## src/hdl/adcg_pkg.sv

```systemverilog
// ----------------------------------------------------------------------------
// adcg_pkg
// Shared types and constants for the airtime duty-cycle guard.
// ----------------------------------------------------------------------------
`default_nettype none

package adcg_pkg;

  localparam int unsigned RegW   = 27;
  localparam int unsigned NowW   = 32;
  localparam int unsigned AirW   = 16;
  localparam int unsigned UsedW  = 28;
  localparam int unsigned CountW = 13;
  localparam int unsigned PaddrW = 3;
  localparam int unsigned PdataW = 32;

  localparam logic [RegW-1:0]  WindowReset = 27'd3600000;
  localparam logic [RegW-1:0]  BudgetReset = 27'd36000;
  localparam logic [UsedW-1:0] UsedMax     = 28'hFFFFFFF;

  // Command codes carried by a beat.
  typedef enum logic {
    CMD_CHECK  = 1'b0,
    CMD_RECORD = 1'b1
  } cmd_e;

  // Register index, taken from paddr[2].
  typedef enum logic {
    REG_WINDOW = 1'b0,
    REG_BUDGET = 1'b1
  } reg_idx_e;

  // Sequencer state, one-hot.
  typedef enum logic [1:0] {
    ST_IDLE = 2'b01,
    ST_SCAN = 2'b10
  } state_e;

  // Status flags from the shared compare/accumulate unit.
  typedef struct packed {
    logic in_window;
    logic fits;
  } unit_res_t;

endpackage

`default_nettype wire

```

## src/hdl/adcg_unit.sv

```systemverilog
// ----------------------------------------------------------------------------
// adcg_unit
// Shared arithmetic unit: age check against the window, running-sum
// adder and budget compare.
// ----------------------------------------------------------------------------
`default_nettype none

module adcg_unit #(
  parameter int unsigned SumW = 29
) (
  input  wire logic [adcg_pkg::NowW-1:0] now_i,
  input  wire logic [adcg_pkg::NowW-1:0] stamp_i,
  input  wire logic [adcg_pkg::RegW-1:0] window_i,
  input  wire logic [adcg_pkg::RegW-1:0] budget_i,
  input  wire logic [SumW-1:0]           sum_i,
  input  wire logic [adcg_pkg::AirW-1:0] addend_i,
  output logic      [SumW-1:0]           sum_o,
  output adcg_pkg::unit_res_t            res_o
);

  localparam int unsigned CmpW = (SumW > adcg_pkg::RegW) ? SumW : adcg_pkg::RegW;

  logic [adcg_pkg::NowW-1:0] age;

  // Age wraps modulo 2^32, which plain unsigned subtraction gives.
  assign age             = now_i - stamp_i;
  assign res_o.in_window = age < {{(adcg_pkg::NowW - adcg_pkg::RegW){1'b0}}, window_i};
  assign sum_o           = sum_i + SumW'(addend_i);
  assign res_o.fits      = CmpW'(sum_o) <= CmpW'(budget_i);

endmodule

`default_nettype wire

```

## config.mk

```make
export PLATFORM = sky130hd
export DESIGN_NAME = adcg_unit
export DESIGN_NICKNAME = d
export VERILOG_FILES = /design/src/hdl/adcg_pkg.sv /design/src/hdl/adcg_unit.sv
export SDC_FILE = /design/constraint.sdc
export NUM_CORES = 1
export LEC_CHECK = 0
export ABC_AREA = 0
export BUFFER_PORTS_ARGS = -buffer_cell sky130_fd_sc_hd__buf_4
export CORE_MARGIN = 2
export CORE_UTILIZATION = 46
export DETAILED_ROUTE_END_ITERATION = 12
export GPL_TIMING_DRIVEN = 0
export MAX_ROUTING_LAYER = met4
export PLACE_DENSITY = 0.9
export SYNTH_ARGS = -nofsm -noshare
export SYNTH_HDL_FRONTEND = slang
export SYNTH_SLANG_ARGS = --single-unit
```

## constraint.sdc

```tcl
create_clock -name vclk -period 6.5
set_input_delay 0.65 -clock vclk [all_inputs]
set_output_delay 0.65 -clock vclk [all_outputs]
set_load 0.005 [all_outputs]
```

==> impl_results.md <==
- Status: finished, final reports clean
- Endpoints failing setup: 0
- Hold Path Class: in -> out
- Post-Route WL: 13100 microns
- DP HPWL: roughly 12000 microns
- Setup Fix Bufs, Post-CTS: 0
- Synth Cell Area: 4290 sq um
- YS warnings: 0
- # clk buffers: 0
- Num rows: 35
- Lkg Pwr: roughly 3.4 nW
- Core Region: 9150 sq um
- Minimum clock period: 5.91 ns
- Crit end category: primary output
- Combinational family with the most area after synthesis: adder cells
- Worst-margin pin slew: roughly 0.58 ns
- FF/Latch Area: 0 sq um
- Syn-to-layout area delta: 37.2%
- Area of the multi-input gates: slightly below 4000 sq um
- Final hold vios: 0
- Area fraction in compound gates after synthesis: 29.1%
- Grt ovf: 0
- XOR/XNOR Fraction of Synth Area: 10.2%
- Post-synthesis simple-gate area fraction: 20.8%
- IO Pins: 194
- RSZ-0062 raised after global routing: false
- Post-synthesis sequential area ratio: 0%
- Full die area: 10100 sq um
- Final worst path period share: between 90% and 100%
- Share of cells above drive strength 1: approximately a quarter
- Cell Pwr Density: 97.4 nW/um^2
- Final ANT Viol Nets: 0
- Slowest CP cell: or4_1
- Drt wl/cell: 14.1 microns
- Die X-Extent: roughly 100 microns
- Final setup TNS: 0 ns
- Max Cap Violations: 0
- Via count: 5159
- Ranking of synthesized cells by area: ha_1, inv_1, a21o_1, xor2_1, a21oi_1
- Initial Utilization: between 40% and 50%
- Post-synth top area cell: ha_1
- Max Slew Vio Count: 0
- Delay of the slowest critical-path stage: between 0.5 and 0.6 ns
- GRT Total Usage: about a quarter
- VDD IR max: between 70 and 80 uV
- Unique masters post-synth: 58
- Post-synthesis mux area share: 0%
- Via density: approximately 5.6
- GP Congestion: 0.960
- Met2 Routed Length: 6370 microns
- Sequential cell count: 0
- Dpl ws: 0.594 ns
- NumNets Final: 1080
- Met3 wire length: 1070 microns
- Cell Chain, Critical Path: buf_4, inv_1, ha_1, inv_1, fa_1, a211oi_1, o211ai_1, a31o_2, o21bai_1, a21oi_1, or2_2, a31oi_1, xnor2_1, ha_1, and3_1, a221oi_1, nand4_1, or4_1, nor4_1, o211ai_1, nor2_1, buf_4
- Leading cell type by number of instances after synthesis: ha_1
- Initial antenna violation count: 0
- Worst EP required: 5.85 ns
- Critical-path maximum fanout: 3
- Gates resized, CTS repair: 0
- Die Y: 101 microns
- Syn_area_per_cell: between 6 and 7 sq um
- Remaining routing DRC violations: 0
- Synth cell count leaders: ha_1, inv_1, a21oi_1, nand2_1, nor2_1
- Yosys top cell area share: 29.2%
- Max layer used: met4
- Pin count of the biggest net entering global routing: 11
- Cells after DPL: 924
- Post-cts hold buffer count: 0
- Syn nets: roughly 900
- Setup ws final: 0.590 ns
- Port bufs: 194
- First-pass GRT wire length: about 21000 microns
- Max Freq: 0.169 GHz
- # diodes: 0
- Kind of critical path: in -> out
- Rel. slew slack: 61.4%
- Vias in the first global route: a little under 5000
- Adder-Cell Fraction of Synth Area: 30.1%
- Crit path DAT: 5.26 ns
- CP bufs+invs: 4
- Fin cells: 924
- Fill count: 813
- Iteration-0 DRC Markers: 145
- Drt pass-1 iters: 4
- M1 WL: 5330 microns
- Synth Instances: 619
- Nature of the critical path startpoint: primary input
- CP top delay family: compound AO/OA/AOI/OAI gates
-- report_power, final --
part | switching (mW) | internal, mW | total (mW)
Sequential | 0 | 0 | 0
Clock | 0 | 0 | 0
Combinational | 0.287 | 0.286 | 0.573
-- routing by layer --
metal  up-vias  global-route usage [%]
li1       2613                       -
met1      2319                    28.7
met2       203                    46.6
met3        24                    4.09
met4         0                    5.37
met5         -                       -
-- layout by cell type (no fill, tap or decap), drive strengths merged, types with 3 or more instances in the layout --
master   count
a31oi        5
xnor2       21
or2          4
a211o        4
nand2b       5
nand3       17
and2         3
nand4       15
o21ai       33
nor2        39
a221oi       3
buf        203
ha         100
a211oi       7
xor2        29
nor3         9
o21a        11
a21o        36
nand2       41
o211ai       5
nor4         5
nor3b        4
nor2b       12
o31a         5
and3        13
and4         3
inv         98
a311oi       3
a21oi       46
a2111oi      3
-- cell type report --
type	count	area share (%)
repair buffers	194	24.8
plain buffers	10	0.830
inverters	98	6.26
multi-input cells	511	65.8
well taps	111	2.36
-- cells by family (layout without fill, tap and decap cells) --
family          Yosys count  after routing
fa+ha+maj               102            102
xor+xnor                 50             50
compound gates          183            183
simple gates            176            176
buf+inv                 108            302
-- per-stage QoR --
stage / util, % / cell area (sq um) / power (mW) / hold WS [ns]
2_1_floorplan: - / 4290 / 0.360 / 1.36
3_3_place_gp: 64.3 / 5880 / 0.554 / 1.60
3_5_place_dp: 64.3 / 5880 / 0.568 / 1.60
4_1_cts: 64.3 / 5880 / 0.571 / 1.60
5_1_grt: 64.3 / 5880 / 0.644 / 1.61
6_report: 64.3 / 5880 / 0.573 / 1.60
-- final timing paths --
path	from	endpoint	cells past startpoint
worst max-delay path	now_i[0]	res_o[1]	22
worst min-delay path	sum_i[24]	sum_o[24]	3
Power figures use the tool's default switching activity.
